## src/hdl/drs_pkg.sv

```systemverilog
// ----------------------------------------------------------------------------
// drs_pkg
// shared types and constants of the delayed relay scheduler
// ----------------------------------------------------------------------------
package drs_pkg;

  localparam int MAX_RELAYS      = 16;
  localparam int DEF_RELAY_COUNT = 4;
  localparam int DEF_TIME_BITS   = 32;
  localparam int MS_PER_SEC      = 1000;

  localparam int FIELD_W     = 4;
  localparam int IDX_W       = 8;
  localparam int DELAY_W     = 8;
  localparam int NOW_W       = 32;
  localparam int DELAY_MS_W  = 17;
  localparam int IN_TDATA_W  = 56;
  localparam int OUT_TDATA_W = 16;
  localparam int ACTION_W    = 2;

  typedef enum logic [ACTION_W-1:0] {
    ACT_SCHEDULE   = 2'd0,
    ACT_UNSCHEDULE = 2'd1,
    ACT_TICK       = 2'd2
  } action_t;

  typedef struct packed {
    action_t                    action;
    logic [IDX_W-1:0]           relay_index;
    logic                       switch_on;
    logic signed [DELAY_W-1:0]  delay_sec;
    logic [NOW_W-1:0]           now_ms;
  } cmd_t;

  typedef struct packed {
    logic [FIELD_W-1:0] pin_levels;
    logic [FIELD_W-1:0] fired_mask;
    logic               accepted;
  } result_t;

endpackage

```

## src/hdl/drs_in_stage.sv

```systemverilog
// ----------------------------------------------------------------------------
// drs_in_stage
// input register holding one command beat ahead of the timer bank
// ----------------------------------------------------------------------------
module drs_in_stage import drs_pkg::*; (
  input  logic clk,
  input  logic rst,
  input  logic in_valid,
  output logic in_ready,
  input  cmd_t in_cmd,
  input  logic take,
  output logic cmd_valid,
  output cmd_t cmd
);

  // a held beat moves on whenever the result register can take it
  assign in_ready = !cmd_valid || take;

  always_ff @(posedge clk) begin
    if (rst) begin
      cmd_valid <= 1'b0;
    end else if (in_ready) begin
      cmd_valid <= in_valid;
    end
  end

  always_ff @(posedge clk) begin
    if (in_valid && in_ready) begin
      cmd <= in_cmd;
    end
  end

endmodule

```

## src/hdl/drs_timer_core.sv

```systemverilog
// ----------------------------------------------------------------------------
// drs_timer_core
// relay timer state and the combinational schedule, cancel and tick logic
// ----------------------------------------------------------------------------
module drs_timer_core import drs_pkg::*; #(
  parameter int RELAY_COUNT = DEF_RELAY_COUNT,
  parameter int TIME_BITS   = DEF_TIME_BITS
) (
  input  logic    clk,
  input  logic    rst,
  input  logic    fire,
  input  cmd_t    cmd,
  output result_t result
);

  localparam int SEL_W = (RELAY_COUNT > 1) ? $clog2(RELAY_COUNT) : 1;

  logic                 pending       [RELAY_COUNT];
  logic                 pending_next  [RELAY_COUNT];
  logic [TIME_BITS-1:0] deadline      [RELAY_COUNT];
  logic [TIME_BITS-1:0] deadline_next [RELAY_COUNT];
  logic                 level         [RELAY_COUNT];
  logic                 level_next    [RELAY_COUNT];
  logic [RELAY_COUNT-1:0] pin_state;
  logic [RELAY_COUNT-1:0] pin_state_next;
  logic [RELAY_COUNT-1:0] fired;

  logic [TIME_BITS-1:0]  now_t;
  logic [DELAY_MS_W-1:0] delay_ms;
  logic [TIME_BITS-1:0]  deadline_new;
  logic                  idx_ok;
  logic [SEL_W-1:0]      sel;
  logic                  accepted;
  logic [MAX_RELAYS-1:0] pin_pad;
  logic [MAX_RELAYS-1:0] fired_pad;

  assign now_t        = TIME_BITS'(cmd.now_ms);
  // delay is known non-negative when used, so only the low seven bits count
  assign delay_ms     = DELAY_MS_W'(cmd.delay_sec[DELAY_W-2:0]) * DELAY_MS_W'(MS_PER_SEC);
  assign deadline_new = now_t + TIME_BITS'(delay_ms);
  assign idx_ok       = cmd.relay_index < IDX_W'(RELAY_COUNT);
  assign sel          = cmd.relay_index[SEL_W-1:0];

  always_comb begin
    pending_next   = pending;
    deadline_next  = deadline;
    level_next     = level;
    pin_state_next = pin_state;
    fired          = '0;
    accepted       = 1'b0;
    unique case (cmd.action)
      ACT_SCHEDULE: begin
        if (idx_ok && !cmd.delay_sec[DELAY_W-1]) begin
          pending_next[sel]  = 1'b1;
          deadline_next[sel] = deadline_new;
          level_next[sel]    = cmd.switch_on;
          accepted           = 1'b1;
        end
      end
      ACT_UNSCHEDULE: begin
        if (idx_ok) begin
          pending_next[sel] = 1'b0;
          accepted          = 1'b1;
        end
      end
      ACT_TICK: begin
        for (int i = 0; i < RELAY_COUNT; i++) begin
          if (pending[i] && (deadline[i] <= now_t)) begin
            pending_next[i]   = 1'b0;
            fired[i]          = 1'b1;
            // active-low pin: switching on pulls it to zero
            pin_state_next[i] = !level[i];
          end
        end
        accepted = 1'b1;
      end
      default: begin
      end
    endcase
  end

  always_comb begin
    pin_pad   = '0;
    fired_pad = '0;
    pin_pad[RELAY_COUNT-1:0]   = pin_state_next;
    fired_pad[RELAY_COUNT-1:0] = fired;
  end

  assign result.pin_levels = pin_pad[FIELD_W-1:0];
  assign result.fired_mask = fired_pad[FIELD_W-1:0];
  assign result.accepted   = accepted;

  always_ff @(posedge clk) begin
    if (rst) begin
      pin_state <= '1;
      for (int i = 0; i < RELAY_COUNT; i++) begin
        pending[i] <= 1'b0;
      end
    end else if (fire) begin
      pin_state <= pin_state_next;
      pending   <= pending_next;
    end
  end

  always_ff @(posedge clk) begin
    if (fire) begin
      deadline <= deadline_next;
      level    <= level_next;
    end
  end

endmodule

```

## src/hdl/drs_out_stage.sv

```systemverilog
// ----------------------------------------------------------------------------
// drs_out_stage
// result register that holds one result beat until the sink takes it
// ----------------------------------------------------------------------------
module drs_out_stage import drs_pkg::*; (
  input  logic                   clk,
  input  logic                   rst,
  input  logic                   res_valid,
  input  result_t                res,
  output logic                   take,
  output logic                   m_tvalid,
  input  logic                   m_tready,
  output logic [OUT_TDATA_W-1:0] m_tdata
);

  assign take = !m_tvalid || m_tready;

  always_ff @(posedge clk) begin
    if (rst) begin
      m_tvalid <= 1'b0;
    end else if (take) begin
      m_tvalid <= res_valid;
    end
  end

  // pin_levels in the low bits, then fired_mask, then accepted
  always_ff @(posedge clk) begin
    if (res_valid && take) begin
      m_tdata <= OUT_TDATA_W'({res.accepted, res.fired_mask, res.pin_levels});
    end
  end

endmodule

```

## src/hdl/delayed_relay_scheduler.sv

```systemverilog
// ----------------------------------------------------------------------------
// delayed_relay_scheduler
// four relay timers armed, cancelled and fired by a command stream
// ----------------------------------------------------------------------------
// channel   dir  beat contents
// s_axis    in   tuser: action; tdata: relay_index, switch_on, delay_sec, now_ms
// m_axis    out  tdata: pin_levels, fired_mask, accepted (one beat per command)
//
// each command passes through the timer logic between the input register and
// the result register; a new beat is taken every cycle while s_tready is high
// the timer update (one constant multiply-add and parallel deadline compares)
// sets the cycle; reset clears the pending flags and drives all pins high
// when the sink stalls, one beat waits in each register before s_tready drops
// ----------------------------------------------------------------------------
module delayed_relay_scheduler import drs_pkg::*; #(
  parameter int RELAY_COUNT = DEF_RELAY_COUNT,
  parameter int TIME_BITS   = DEF_TIME_BITS
) (
  input  logic                   clk,
  input  logic                   rst,
  input  logic                   s_tvalid,
  output logic                   s_tready,
  // relay_index[7:0], switch_on[8], delay_sec[16:9], now_ms[48:17], zero pad
  input  logic [IN_TDATA_W-1:0]  s_tdata,
  // action[1:0]
  input  logic [ACTION_W-1:0]    s_tuser,
  output logic                   m_tvalid,
  input  logic                   m_tready,
  // pin_levels[3:0], fired_mask[7:4], accepted[8], zero pad
  output logic [OUT_TDATA_W-1:0] m_tdata
);

  cmd_t    in_cmd;
  cmd_t    cmd;
  logic    cmd_valid;
  logic    take;
  logic    fire;
  result_t result;

  assign in_cmd.action      = action_t'(s_tuser);
  assign in_cmd.relay_index = s_tdata[7:0];
  assign in_cmd.switch_on   = s_tdata[8];
  assign in_cmd.delay_sec   = s_tdata[16:9];
  assign in_cmd.now_ms      = s_tdata[48:17];

  assign fire = cmd_valid && take;

  drs_in_stage u_in_stage (
    .clk       (clk),
    .rst       (rst),
    .in_valid  (s_tvalid),
    .in_ready  (s_tready),
    .in_cmd    (in_cmd),
    .take      (take),
    .cmd_valid (cmd_valid),
    .cmd       (cmd)
  );

  drs_timer_core #(
    .RELAY_COUNT (RELAY_COUNT),
    .TIME_BITS   (TIME_BITS)
  ) u_timer_core (
    .clk    (clk),
    .rst    (rst),
    .fire   (fire),
    .cmd    (cmd),
    .result (result)
  );

  drs_out_stage u_out_stage (
    .clk       (clk),
    .rst       (rst),
    .res_valid (fire),
    .res       (result),
    .take      (take),
    .m_tvalid  (m_tvalid),
    .m_tready  (m_tready),
    .m_tdata   (m_tdata)
  );

endmodule

```

## config.mk

```make
export PLATFORM = sky130hd
export DESIGN_NAME = delayed_relay_scheduler
export DESIGN_NICKNAME = d
export VERILOG_FILES = /design/src/hdl/drs_pkg.sv /design/src/hdl/drs_in_stage.sv /design/src/hdl/drs_timer_core.sv /design/src/hdl/drs_out_stage.sv /design/src/hdl/delayed_relay_scheduler.sv
export SDC_FILE = /design/constraint.sdc
export NUM_CORES = 1
export LEC_CHECK = 0
export ABC_AREA = 1
export BUFFER_PORTS_ARGS = -buffer_cell sky130_fd_sc_hd__buf_4
export CAP_MARGIN = 20
export CORE_UTILIZATION = 60
export CTS_BUF_LIST = sky130_fd_sc_hd__clkbuf_16
export DETAILED_ROUTE_END_ITERATION = 7
export PLACE_DENSITY = 0.84
export SYNTH_ARGS = -nofsm -noshare
export SYNTH_HDL_FRONTEND = slang
export SYNTH_SLANG_ARGS = --single-unit
```

## constraint.sdc

```tcl
create_clock -name clk -period 6.8 [get_ports clk]
set_clock_uncertainty 0.2 [all_clocks]
set_input_delay 1.7 -clock clk [delete_from_list [all_inputs] [get_ports clk]]
set_output_delay 1.7 -clock clk [all_outputs]
set_load 0.02 [all_outputs]
```

Yosys cells after proc, flatten, opt, wreduce, memory -nomap -nowiden
Index checks and enable logic that the tools add are counted.
- equality and inequality tests: 8
- magnitude comparators: 7
- multipliers: 1
- reductions and logical operators: 25
- divide/modulo/power cells: 0
- $add $sub $neg: 1
- shifts and indexed selects: 0
- bitwise logic cells: 4
- mux-type cells: 25
- operator list (kind ; count):
    128-bit bitwise mux ; 1
    32-bit less-or-equal comparator ; 4
    32-bit demux with 2-bit select ; 1
    32-bit by 17-bit adder with 32-bit output ; 1
    32-bit two-way mux ; 1
    5-bit AND reduction ; 4
    1-bit two-way mux ; 15
    7-bit by 7-bit multiplier with 14-bit output, second input constant ; 1
    4-bit two-way mux ; 3
    2-bit by 1-bit != test with 1-bit output, second input constant ; 6
    4-bit case mux with 3 select lines ; 1
    1-bit logical AND ; 9
    8-bit by 3-bit less-than comparator with 1-bit output, second input constant ; 1
    1-bit zero test ; 7
    4-bit AND ; 1
    4-bit bitwise mux ; 1
    4-bit inverter ; 1
    4-bit OR ; 1
    3-bit >= comparator, second input constant ; 1
    3-bit by 1-bit less-than comparator with 1-bit output, second input constant ; 1
    2-bit inverter with 3-bit output ; 1
    1-bit case mux with 3 select lines ; 1
    3-bit AND reduction ; 1
    3-bit nonzero test ; 1
    5 further kinds ; 6
- bits in latches: 0
- flip-flop bits (word level): 202
- logic and storage cells: 93
- input bits: 62
- bits in writable memories: 0
- output and inout bits: 18
- memories: 0
- memory bits (read-only): 0

Longest topological paths before layout
Gate-level depths: netlist of the first run.
- depth after elaboration: 9
- depth in mapped cells: 23
- mapped depth without buffers: 23

Cells and area by module
Synthesis of the first run repeated with hierarchy kept, for this count alone.
- cells, all modules: 1080
- area total of the unflattened synthesis: 11795.1 um2
- modules (own cells, without submodules) (module ; sequential area each (um2) ; area an instance (um2) ; cells an instance ; times used):
    drs_timer_core ; 4124.0 ; 9834.4 ; 998 ; 1
    drs_in_stage ; 1551.5 ; 1579.0 ; 57 ; 1
    drs_out_stage ; 290.3 ; 374.1 ; 23 ; 1
    delayed_relay_scheduler ; 0.0 ; 7.5 ; 2 ; 1

Worst setup path before layout of the first run
No wires, ideal clock.
- path kind: reg-to-reg
- start point: register, netlist name u_in_stage.cmd[33]
- end point: register u_timer_core.deadline[120] in the netlist's numbering (data pin)
- stages on the path, launching flop included: 24
- library setup time: 0.272 ns
- clock period less this slack: 5.433 ns
- data required time: 6.328 ns
- arrival: 4.962 ns
- path buffers: 1
- setup slack: 1.367 ns
- cell sequence: edfxtp_1 fa_1 fa_1 inv_1 fa_1 fa_1 inv_1 ha_1 nand2_1 inv_1 a21boi_1 o21ai_0 a21o_1 a21oi_1 xor2_1 ha_1 buf_2 nand2_1 o21ai_0 a21oi_2 or2_1 nand2_1 nand2_1 xor2_1
- word-level cells in the longest chain between the ends: 3
- ends and longest elaborated chain (item ; RTL line ; RTL):
    7-bit by 7-bit multiplier with 14-bit output ; drs_timer_core.sv:39 ; assign delay_ms = DELAY_MS_W'(cmd.delay_sec[DELAY_W-2:0]) * DELAY_MS_W'(MS_PER_SEC);
    32-bit by 17-bit adder with 32-bit output ; drs_timer_core.sv:40 ; assign deadline_new = now_t + TIME_BITS'(delay_ms);
    via u_timer_core.deadline_new[24] ; drs_timer_core.sv:30 ; logic [TIME_BITS-1:0] deadline_new;
    128-bit bitwise mux ; drs_timer_core.sv:55 ; deadline_next[sel] = deadline_new;
    end signal: assignment ; drs_timer_core.sv:107 ; deadline <= deadline_next;
    end: declaration ; drs_timer_core.sv:20 ; logic [TIME_BITS-1:0] deadline [RELAY_COUNT];
The timed path passes the listed nets, and every way through them passes these cells.
A chain may end at the register's enable or synchronous reset.

Worst setup path in the final report of the first run
- start point: register, netlist name u_in_stage.cmd[33]
- end point: register u_timer_core.deadline[24] in the netlist's numbering (data pin)
- word-level cells in the longest chain between the ends: 3
- ends and longest elaborated chain (item ; RTL line):
    7-bit by 7-bit multiplier with 14-bit output ; drs_timer_core.sv:39
    32-bit by 17-bit adder with 32-bit output ; drs_timer_core.sv:40
    via u_timer_core.deadline_new[24] ; drs_timer_core.sv:30
    128-bit bitwise mux ; drs_timer_core.sv:55
The timed path passes the listed nets, and every way through them passes these cells.

==> metrics.yaml, run 1 <==
status: "complete, no violations"
finish.instance_area_um2: 13300
clock_path_buffers: 3
cts-root-buf: "clkbuf_16"
p_comb_frac: 0.349
slew_headroom: 0.253
tightest_slew_ns: 1.12
drc: 0
worst_ep_required_time_ns: 6.88
globalplace.congestion: 0.875
synthDominantCellAreaShare: 0.488
reg2reg_to: "u_timer_core.deadline[24]"
insertedDiodeCount: 0
timing.critical_path.mode_cell: "fa_1"
timing.hold.worst.start: "u_timer_core.pin_state[3]"
synth-adder-area-share: 0.225
final_hold_viol_count: 0
min-delay-path-class: "flop to flop"
grt_pass1_wl_mm: 39.7
mappedNetlistArea_um2: 11800
antenna_found_initial: 0
netlist_top_cells_count: "nand2_1, edfxtp_1, ha_1"
top_cells_by_area_in_the_synthesized_netlist: "edfxtp_1, ha_1, nand2_1, inv_1, a21oi_1"
max_stage_delay_on_crit_path_ns: 0.56
cts_htree_levels: 1
r2r.worst_path.cells: 22
ys.warnings.count: 0
critPathSlowestCell: "fa_1"
dieWidth_um: 142
setup.worst_path.class: "flop to flop"
postCtsSetupBuffers: 0
number_of_global_route_vias_before_repair: 8391
switching_share: 0.343
clock_buffer_count_from_cts: 21
drt_iter0_drc: 652
setup.worst_path.start_class: "flop"
die_height_um: 142
start_util: 0.621
hold_depth: 2
tritoncts_num_sinks: 202
groute.usage.overall: 0.255
number_of_inserted_filler_cells_in_the_final_layout: 1320
synth.ff_latch_count: 202
power_dissipated_by_switching_net_loads_mw: 1.49
internal_power_mw: 2.84
number_of_enable_flip_flop_cells_after_synthesis: 192
synth_top_family_by_area: "adder cells"
nets: 1434
worst_skew_pair.late_latency_ns: 0.50
syn_area_per_cell_um2: 10.9
synth_seq_area_share: 0.505
floorplan.core_area_um2: 19000
io_buffers: 65
arrival_ns: 6.16
final_min_period_over_clock_period: 0.894
final_max_slew_viols: 0
ioPinCount: 80
power.ir.vdd_worst_mv: 0.326
grt_max_degree: 52
post_synthesis_share_of_cell_area_spent_on_xor_and_xnor_gates: 0.0282
hold_end: "u_timer_core.pin_state[3]"
worst-path-max-fanout: 7
max_cap_viol_count: 0
wl_per_cell_um: 16.8
library_cells_used_by_synthesis: 36
fin_crit_ns: 6.08
setup_repair_after_global_routing_missed_its_margin: "false"
detail_route.wirelength_mm: 24.4
power-per-cell-area_nw_per_um2: 324
tritoncts: "built"
final_antenna_net_count: 0
design.die.area_um2: 20300
post_synth_and_or_nand_nor_area_fraction: 0.124
postPlaceCellArea_um2: 12600
clock_power_share: 0.267
post_dp_hpwl_mm: 17.8
gr-total-overflow: 0
regToRegStartpoint: "u_in_stage.cmd[33]"
fin_total_pwr_mw: 4.32
yosys.area.top_type: "edfxtp_1"
syn_inst: 1085
ff2ff_setup_slack_ns: 0.72
ctsResizeCount: 0
drive_gt1_frac: 0.0987
critical_path.cell_chain: "fa_1, fa_1, inv_1, fa_1, fa_1, inv_1, ha_1, nand2_1, inv_1, a21boi_1, o21ai_0, a21o_1, a21oi_1, xor2_1, ha_1, a21oi_1, o21ai_0, a21oi_2, or2_1, nand2_1, nand2_1, xor2_1"
p_leak_nw: 5.91
synth_most_common_cell: "nand2_1"
ctsHoldBuffers: 0
main_synth_ff_type: "edfxtp_1"
detailedRoute.firstPassIterationCount: 6
syn2layout_area_growth_pct: 12.9
clkSlewWorstSetupHoldPaths_ns: 0.06
asyncSetResetFlopFracSynth: 0
synth_compound_area_frac: 0.0683
muxShareOfSynthArea: 0
share_seq_of_total_power: 0.384
endpoint_kind: "flop"
number_of_vias_per_cell_after_detailed_routing: 5.57
clock.fmax_mhz: 165
finalSetupTns_ns: 0
report.final.setup_viol: 0
via_count: 8057
placement_rows: 50
-- final cells by class --
class | instances | area (um^2) | area share
Timing Repair Buffer | 68 | 536 | 0.0401
Clock buffer | 21 | 526 | 0.0394
Inverter | 137 | 514 | 0.0385
Clock inverter | 17 | 165 | 0.0124
Tap cell | 260 | 325 | 0.0244
Sequential cell | 202 | 5970 | 0.447
Multi-Input combinational cell | 741 | 5310 | 0.398
-- power by group through the flow --
stage	combinational, mW	sequential [mW]	clock, mW
finish	1.51	1.66	1.16
global route	1.69	1.66	1.23
CTS	1.49	1.66	1.17
detailed placement	1.46	1.69	0
global placement	1.39	1.69	0
floorplan	1.10	1.68	0
-- routing by layer --
layer	up-vias	share of wire	track usage
met4	0	0.035	0.117
li1	3909	-	-
met1	3782	0.40	0.312
met3	73	0.069	0.0417
met2	293	0.50	0.442
met5	-	0	0
-- through the flow --
step | cells | utilization | hold slack [ns] | setup slack, ns
global placement | 1406 | 0.663 | 0.248 | 0.916
global route | 1446 | 0.702 | 0.299 | 0.290
detailed placement | 1406 | 0.663 | 0.262 | 0.824
CTS | 1444 | 0.700 | 0.278 | 0.802
finish | 1446 | 0.702 | 0.267 | 0.723
floorplan | 1091 | - | 0.241 | 1.37
-- critical path: cells and delay by family, from the launching register on --
family / cells / cell delay (ns)
flops: 1 / 0.53
simple gates: 4 / 0.52
compound gates: 7 / 1.24
buf+inv: 3 / 0.13
fa+ha+maj: 6 / 2.75
xor+xnor: 2 / 0.49
-- cell usage in the layout, fill, tap and decap left out, types with 6 or more instances in the layout --
| master | synthesis | routed |
|---|---|---|
| a21o_1 | 7 | 7 |
| a21oi_1 | 88 | 88 |
| buf_4 | 7 | 66 |
| clkbuf_16 | 0 | 21 |
| conb_1 | 1 | 7 |
| dfxtp_1 | 10 | 10 |
| edfxtp_1 | 192 | 192 |
| fa_1 | 19 | 19 |
| ha_1 | 182 | 182 |
| inv_1 | 137 | 139 |
| nand2_1 | 213 | 213 |
| nand3_1 | 34 | 34 |
| nand4_1 | 17 | 17 |
| nor2_1 | 73 | 69 |
| nor3_1 | 8 | 8 |
| o21a_1 | 6 | 6 |
| o21ai_0 | 23 | 23 |
| xnor2_1 | 11 | 11 |
| xor2_1 | 27 | 27 |
-- registers in the layout, indices dropped and copies added, names as in the netlist --
signal / flops
u_in_stage.cmd_valid: 1
u_timer_core.deadline: 128
u_out_stage.m_tdata: 9
u_out_stage.m_tvalid: 1
u_timer_core.pending: 4
u_in_stage.cmd: 51
u_timer_core.pin_state: 4
u_timer_core.level: 4
-- cells by family (layout without fill, tap and decap cells) --
family                   Yosys count  in the layout
AO/OA/AOI/OAI                    139            139
XOR/XNOR                          38             38
adder cells (fa/ha/maj)          201            201
buffers and inverters            148            243
flip-flops                       202            202
other                              1              7
AND/OR/NAND/NOR                  356            356
-- how the worst max path moves through the flow --
stage | startpoint | to | slack (ns) | cells after the start
2_1_floorplan | u_in_stage.cmd[33] | u_timer_core.deadline[120] | 1.37 | 23
3_3_place_gp | u_in_stage.cmd[33] | u_timer_core.deadline[56] | 0.92 | 22
3_5_place_dp | u_in_stage.cmd[33] | u_timer_core.deadline[62] | 0.82 | 23
4_1_cts | u_in_stage.cmd[33] | u_timer_core.deadline[126] | 0.80 | 23
5_1_grt | u_in_stage.cmd[33] | u_timer_core.deadline[59] | 0.29 | 23
6_report | u_in_stage.cmd[33] | u_timer_core.deadline[24] | 0.72 | 22
No activity file was read; power rests on OpenSTA's default activity.
==> run 2: changes to the inputs <==
Settings changed: CTS_BUF_LIST sky130_fd_sc_hd__clkbuf_16 to default, RECOVER_POWER from default to 50.
Clock period 6.8 ns to 7.4 ns, I/O delays scaled along.
==> run 2 against run 1 <==
  * The run now ends with max-capacitance violations, max-slew violations left
  * Worst hold slack better by 0.0017 ns
  * Flip-flop and latch count unchanged
  * Sequential share of layout area up 0.41 points
  * Sequential power down 8%
  * Register-to-register slack better by 0.51 ns
  * Die area unchanged
  * Clock power down 11%
  * First-iteration DRC count down 3.4%
  * Combinational power down 9%
  * Largest power group unchanged
==> metrics.yaml, run 2 (synthesis results as in run 1) <==
multiInputGateArea_um2: 5280
fin_total_pwr_mw: 3.95
postPlaceCellArea_um2: 12600
grt_max_degree: 52
ioPinCount: 80
r2r.worst_path.cells: 23
placement_rows: 50
insertedDiodeCount: 0
final_cells: 1446
final_hold_viol_count: 0
antenna_found_initial: 0
floorplan.core_area_um2: 19000
postCtsSetupBuffers: 0
route.met3.wl_mm: 1.60
worst_ep_required_time_ns: 7.49
post_route_hold_slack_ns: 0.269
ctsHoldBuffers: 0
groute.usage.overall: 0.259
final_antenna_net_count: 0
failed_checks: "max-capacitance violations, max-slew violations"
finish.instance_area_um2: 13200
io_buffers: 65
power.ir.vdd_worst_mv: 0.289
cts-root-buf: "clkbuf_16"
wl_per_cell_um: 17.4
detailedRoute.firstPassIterationCount: 5
clock_path_buffers: 3
clock.fmax_mhz: 162
ctsResizeCount: 0
regToRegStartpoint: "u_in_stage.cmd[33]"
die_height_um: 142
nets: 1435
post_dp_hpwl_mm: 18.1
switching_share: 0.345
detail_route.wirelength_mm: 25.2
routedLengthMet1_mm: 9.86
globalplace.congestion: 0.849
timing.hold.worst.start: "u_timer_core.pin_state[2]"
setup.worst_path.class: "flop to flop"
hold_end: "u_timer_core.pin_state[2]"
setup_repair_after_global_routing_missed_its_margin: "false"
internal_power_mw: 2.58
number_of_inserted_filler_cells_in_the_final_layout: 1344
p_leak_nw: 5.82
via_count: 8123
syn2layout_area_growth_pct: 11.9
power-per-cell-area_nw_per_um2: 298
post-place-ws_ns: 1.41
final_min_period_over_clock_period: 0.834
slew_headroom: -0.456
arrival_ns: 6.26
start_util: 0.621
min-delay-path-class: "flop to flop"
number_of_vias_per_cell_after_detailed_routing: 5.62
reg2reg_to: "u_timer_core.deadline[91]"
grt_pass1_wl_mm: 40.4
finalSetupTns_ns: 0
clock_power_share: 0.262
place.detailed.instances: 1406
clkSlewWorstSetupHoldPaths_ns: 0.06
max_flop_register: "u_timer_core.deadline"
max_cap_viol_count: 3
gr-total-overflow: 0
endpoint_kind: "flop"
commonest_cells_after_routing_fill_and_taps_aside: "nand2_1, edfxtp_1, ha_1, inv_1, a21oi_1"
number_of_global_route_vias_before_repair: 8386
largest_reg_flops: 128
final_max_slew_viols: 77
dieWidth_um: 142
worst-path-max-fanout: 6
ff2ff_setup_slack_ns: 1.23
drive_gt1_frac: 0.0835
fin_crit_ns: 6.17
finalCoreUtilization: 0.695
report.final.setup_viol: 0
drc: 0
final_common_cell: "nand2_1"
tritoncts: "built"
sequential_cell_area_in_the_final_layout_um2: 5970
setup.worst_path.start_class: "flop"
hold_depth: 2
tightest_slew_ns: 2.18
met2_wirelength_mm: 12.9
cts_htree_levels: 1
design.die.area_um2: 20300
status: "complete, but fails checks"
tritoncts_num_sinks: 202
share_seq_of_total_power: 0.387
layout_top_registers: "u_timer_core.deadline x128, u_in_stage.cmd x51, u_out_stage.m_tdata x9"
top_layer_used: "met4"
worst_skew_pair.late_latency_ns: 0.50
drt_iter0_drc: 630
p_comb_frac: 0.351
clock_buffer_count_from_cts: 21
power_dissipated_by_switching_net_loads_mw: 1.36
final_critical_path_setup_slack_ns: 1.23
run 2: changes by cell type in the layout (fill, tap and decap cells not counted), sizes merged:
cell,previous run,this run
clkbuf,21,91
buf,68,5
inv,142,137
clkinv,9,6
clkinvlp,0,2
bufinv,3,2
run 2: power by group through the flow:
stage	sequential, mW	clock (mW)	combinational [mW]
detailed placement	1.55	0	1.35
CTS	1.53	1.04	1.37
global placement	1.55	0	1.28
floorplan	1.55	0	1.01
finish	1.53	1.03	1.38
global route	1.53	1.09	1.53
run 2: critical path: stages (launching register included):
cell and delay, ns:
edfxtp_1 0.53, fa_1 0.56, fa_1 0.53, inv_1 0.06, fa_1 0.48, fa_1 0.51, inv_1 0.04, ha_1 0.34
a21oi_1 0.22, o21ai_0 0.10, a21oi_1 0.20, o21ai_0 0.17, a21oi_1 0.15, nor2_1 0.05, nor2_1 0.11, xor2_1 0.23
ha_1 0.31, a21oi_1 0.23, nor2_1 0.10, a21oi_1 0.22, nand2_2 0.13, nand2_2 0.13, nor2_1 0.07, xor2_1 0.28
run 2: worst max path at each step:
stage | start | to | slack, ns | depth (start not counted)
5_1_grt | u_in_stage.cmd[33] | u_timer_core.deadline[91] | 0.89 | 23
6_report | u_in_stage.cmd[33] | u_timer_core.deadline[91] | 1.23 | 23
3_3_place_gp | u_in_stage.cmd[33] | u_timer_core.deadline[56] | 1.49 | 22
3_5_place_dp | u_in_stage.cmd[33] | u_timer_core.deadline[122] | 1.41 | 23
2_1_floorplan | u_in_stage.cmd[33] | u_timer_core.deadline[120] | 1.97 | 23
4_1_cts | u_in_stage.cmd[33] | u_timer_core.deadline[91] | 1.29 | 23
run 2: final cells by class:
| cell class | instances | area share |
|---|---|---|
| Clock buffer | 27 | 0.0422 |
| Sequential cell | 202 | 0.451 |
| Clock inverter | 10 | 0.00776 |
| Multi-Input combinational cell | 741 | 0.399 |
| Tap cell | 260 | 0.0246 |
| Inverter | 137 | 0.0389 |
| Timing Repair Buffer | 69 | 0.0364 |
run 2: metal layers:
layer,vias up,GRT usage
li1,3906,-
met1,3820,0.314
met2,326,0.470
met3,71,0.0299
met4,0,0.105
met5,-,0
==> run 3: changes to the inputs <==
Clock period 7.4 ns to 6.08 ns, I/O delays scaled along.
==> run 3 against run 2 <==
  * Via count up 1.1%
  * Combinational power increased by 23%
  * First-iteration DRC count down 0.48%
  * Routed wire length fell by 1.0%
  * Non-clock buffer count rose by 3
  * Critical path depth fell by 1
  * Cell count grew 0.14%
  * The run still ends with max-capacitance violations, max-slew violations left
  * Utilization rose by 0.22 points
  * Sequential share of layout area down 0.14 points
==> metrics.yaml, run 3 (synthesis results as in run 1) <==
report.final.setup_viol: 0
grt_pass1_wl_mm: 39.6
groute.usage.overall: 0.254
min-delay-path-class: "flop to flop"
drt_iter0_drc: 627
worst_ep_required_time_ns: 6.11
max_cap_viol_count: 3
tritoncts_num_sinks: 202
io_buffers: 65
tritoncts: "built"
multiInputGateArea_um2: 5350
setup.worst_path.class: "flop to flop"
setup.worst_path.start_class: "flop"
largest_reg_flops: 128
clock_path_buffers: 3
antenna_found_initial: 0
finalSetupTns_ns: 0
power-per-cell-area_nw_per_um2: 358
regToRegStartpoint: "u_in_stage.cmd[32]"
final_max_slew_viols: 78
failed_checks: "max-capacitance violations, max-slew violations"
placement_rows: 50
slew_headroom: -0.434
clkSlewWorstSetupHoldPaths_ns: 0.06
gr-total-overflow: 0
commonest_cells_after_routing_fill_and_taps_aside: "nand2_1, edfxtp_1, ha_1, inv_1, a21oi_1"
timing.hold.worst.start: "u_timer_core.pin_state[0]"
die_height_um: 142
drive_gt1_frac: 0.0960
number_of_vias_per_cell_after_detailed_routing: 5.67
floorplan.core_area_um2: 19000
design.die.area_um2: 20300
dieWidth_um: 142
max_flop_register: "u_timer_core.deadline"
start_util: 0.621
hold_depth: 2
power.ir.vdd_worst_mv: 0.362
insertedDiodeCount: 0
globalplace.congestion: 0.870
drc: 0
place.detailed.instances: 1409
final_antenna_net_count: 0
post_route_hold_slack_ns: 0.275
syn2layout_area_growth_pct: 12.3
detail_route.wirelength_mm: 24.9
reg2reg_to: "u_timer_core.deadline[120]"
nets: 1438
wl_per_cell_um: 17.2
setup_repair_after_global_routing_missed_its_margin: "false"
ff2ff_setup_slack_ns: 0.29
endpoint_kind: "flop"
fin_crit_ns: 5.79
via_count: 8210
worst_skew_pair.late_latency_ns: 0.51
tightest_slew_ns: 2.15
clock.fmax_mhz: 173
number_of_global_route_vias_before_repair: 8468
status: "complete, but fails checks"
final_min_period_over_clock_period: 0.953
hold_end: "u_timer_core.pin_state[0]"
layout_top_registers: "u_timer_core.deadline x128, u_in_stage.cmd x51, u_out_stage.m_tdata x9"
sequential_cell_area_in_the_final_layout_um2: 5970
detailedRoute.firstPassIterationCount: 5
post_dp_hpwl_mm: 18.2
worst-path-max-fanout: 7
cts-root-buf: "clkbuf_16"
grt_max_degree: 52
ioPinCount: 80
final_hold_viol_count: 0
final_cells: 1448
number_of_inserted_filler_cells_in_the_final_layout: 1326
r2r.worst_path.cells: 22
p_leak_nw: 5.83
arrival_ns: 5.83
clock_buffer_count_from_cts: 21
cts_htree_levels: 1
final_common_cell: "nand2_1"
[run 3: stage by stage]
step	util	total power, mW	instance area [um^2]	setup slack, ns
final	0.698	4.74	13300	0.287
after global routing	0.698	4.99	13300	0.0230
after CTS	0.697	4.71	13300	0.158
after detailed placement	0.664	3.53	12600	0.213
after global placement	0.664	3.44	12600	0.341
after floorplan	-	3.11	11800	0.647
[run 3: how the worst max path moves through the flow]
| stage | start | to | slack [ns] | cells past startpoint |
|---|---|---|---|---|
| 4_1_cts | u_in_stage.cmd[32] | u_timer_core.deadline[58] | 0.16 | 23 |
| 5_1_grt | u_in_stage.cmd[32] | u_timer_core.deadline[24] | 0.02 | 22 |
| 6_report | u_in_stage.cmd[32] | u_timer_core.deadline[120] | 0.29 | 22 |
| 3_5_place_dp | u_in_stage.cmd[32] | u_timer_core.deadline[20] | 0.21 | 21 |
| 2_1_floorplan | u_in_stage.cmd[33] | u_timer_core.deadline[120] | 0.65 | 23 |
| 3_3_place_gp | u_in_stage.cmd[32] | u_timer_core.deadline[56] | 0.34 | 22 |
[run 3: power by group]
part / switching [mW] / internal, mW / leakage (nW)
sequential: 0.0231 / 1.84 / 1.85
combinational: 1.11 / 0.593 / 3.67
clock: 0.513 / 0.673 / 0.308
total: 1.64 / 3.10 / 5.83
[run 3: layer usage]
layer	routed length (um)	track usage
met4	715	0.0962
met5	0	0
met2	12800	0.457
met1	9570	0.309
met3	1870	0.0363
[run 3: repair_timing]
| action | CTS | global route |
|---|---|---|
| endpoints found under the setup margin | 0 | 48 |
| resized for setup | 0 | 15 |
| setup buffers | 0 | 1 |
| hold buffers | 0 | 0 |
[run 3: worst max-delay path, cell delays in order (launching register included)]
cell and delay [ns]:
edfxtp_1 0.42, fa_1 0.55, fa_1 0.52, inv_1 0.05
fa_1 0.49, fa_1 0.52, inv_1 0.04, ha_1 0.35
nand2_1 0.09, inv_1 0.04, a21boi_1 0.22, o21ai_1 0.13
a21o_1 0.17, a21oi_1 0.14, xor2_1 0.09, ha_2 0.42
nand2_1 0.09, o21ai_0 0.24, a21oi_2 0.08, or2_4 0.26
nand2_2 0.12, nand2_1 0.12, xor2_2 0.19
[run 3: cell type report]
class | count | share of cell area
Tap cell | 260 | 0.0245
Inverter | 137 | 0.0388
Sequential cell | 202 | 0.450
Clock buffer | 24 | 0.0405
Multi-Input combinational cell | 741 | 0.403
Timing Repair Buffer | 72 | 0.0371
Clock inverter | 12 | 0.00622
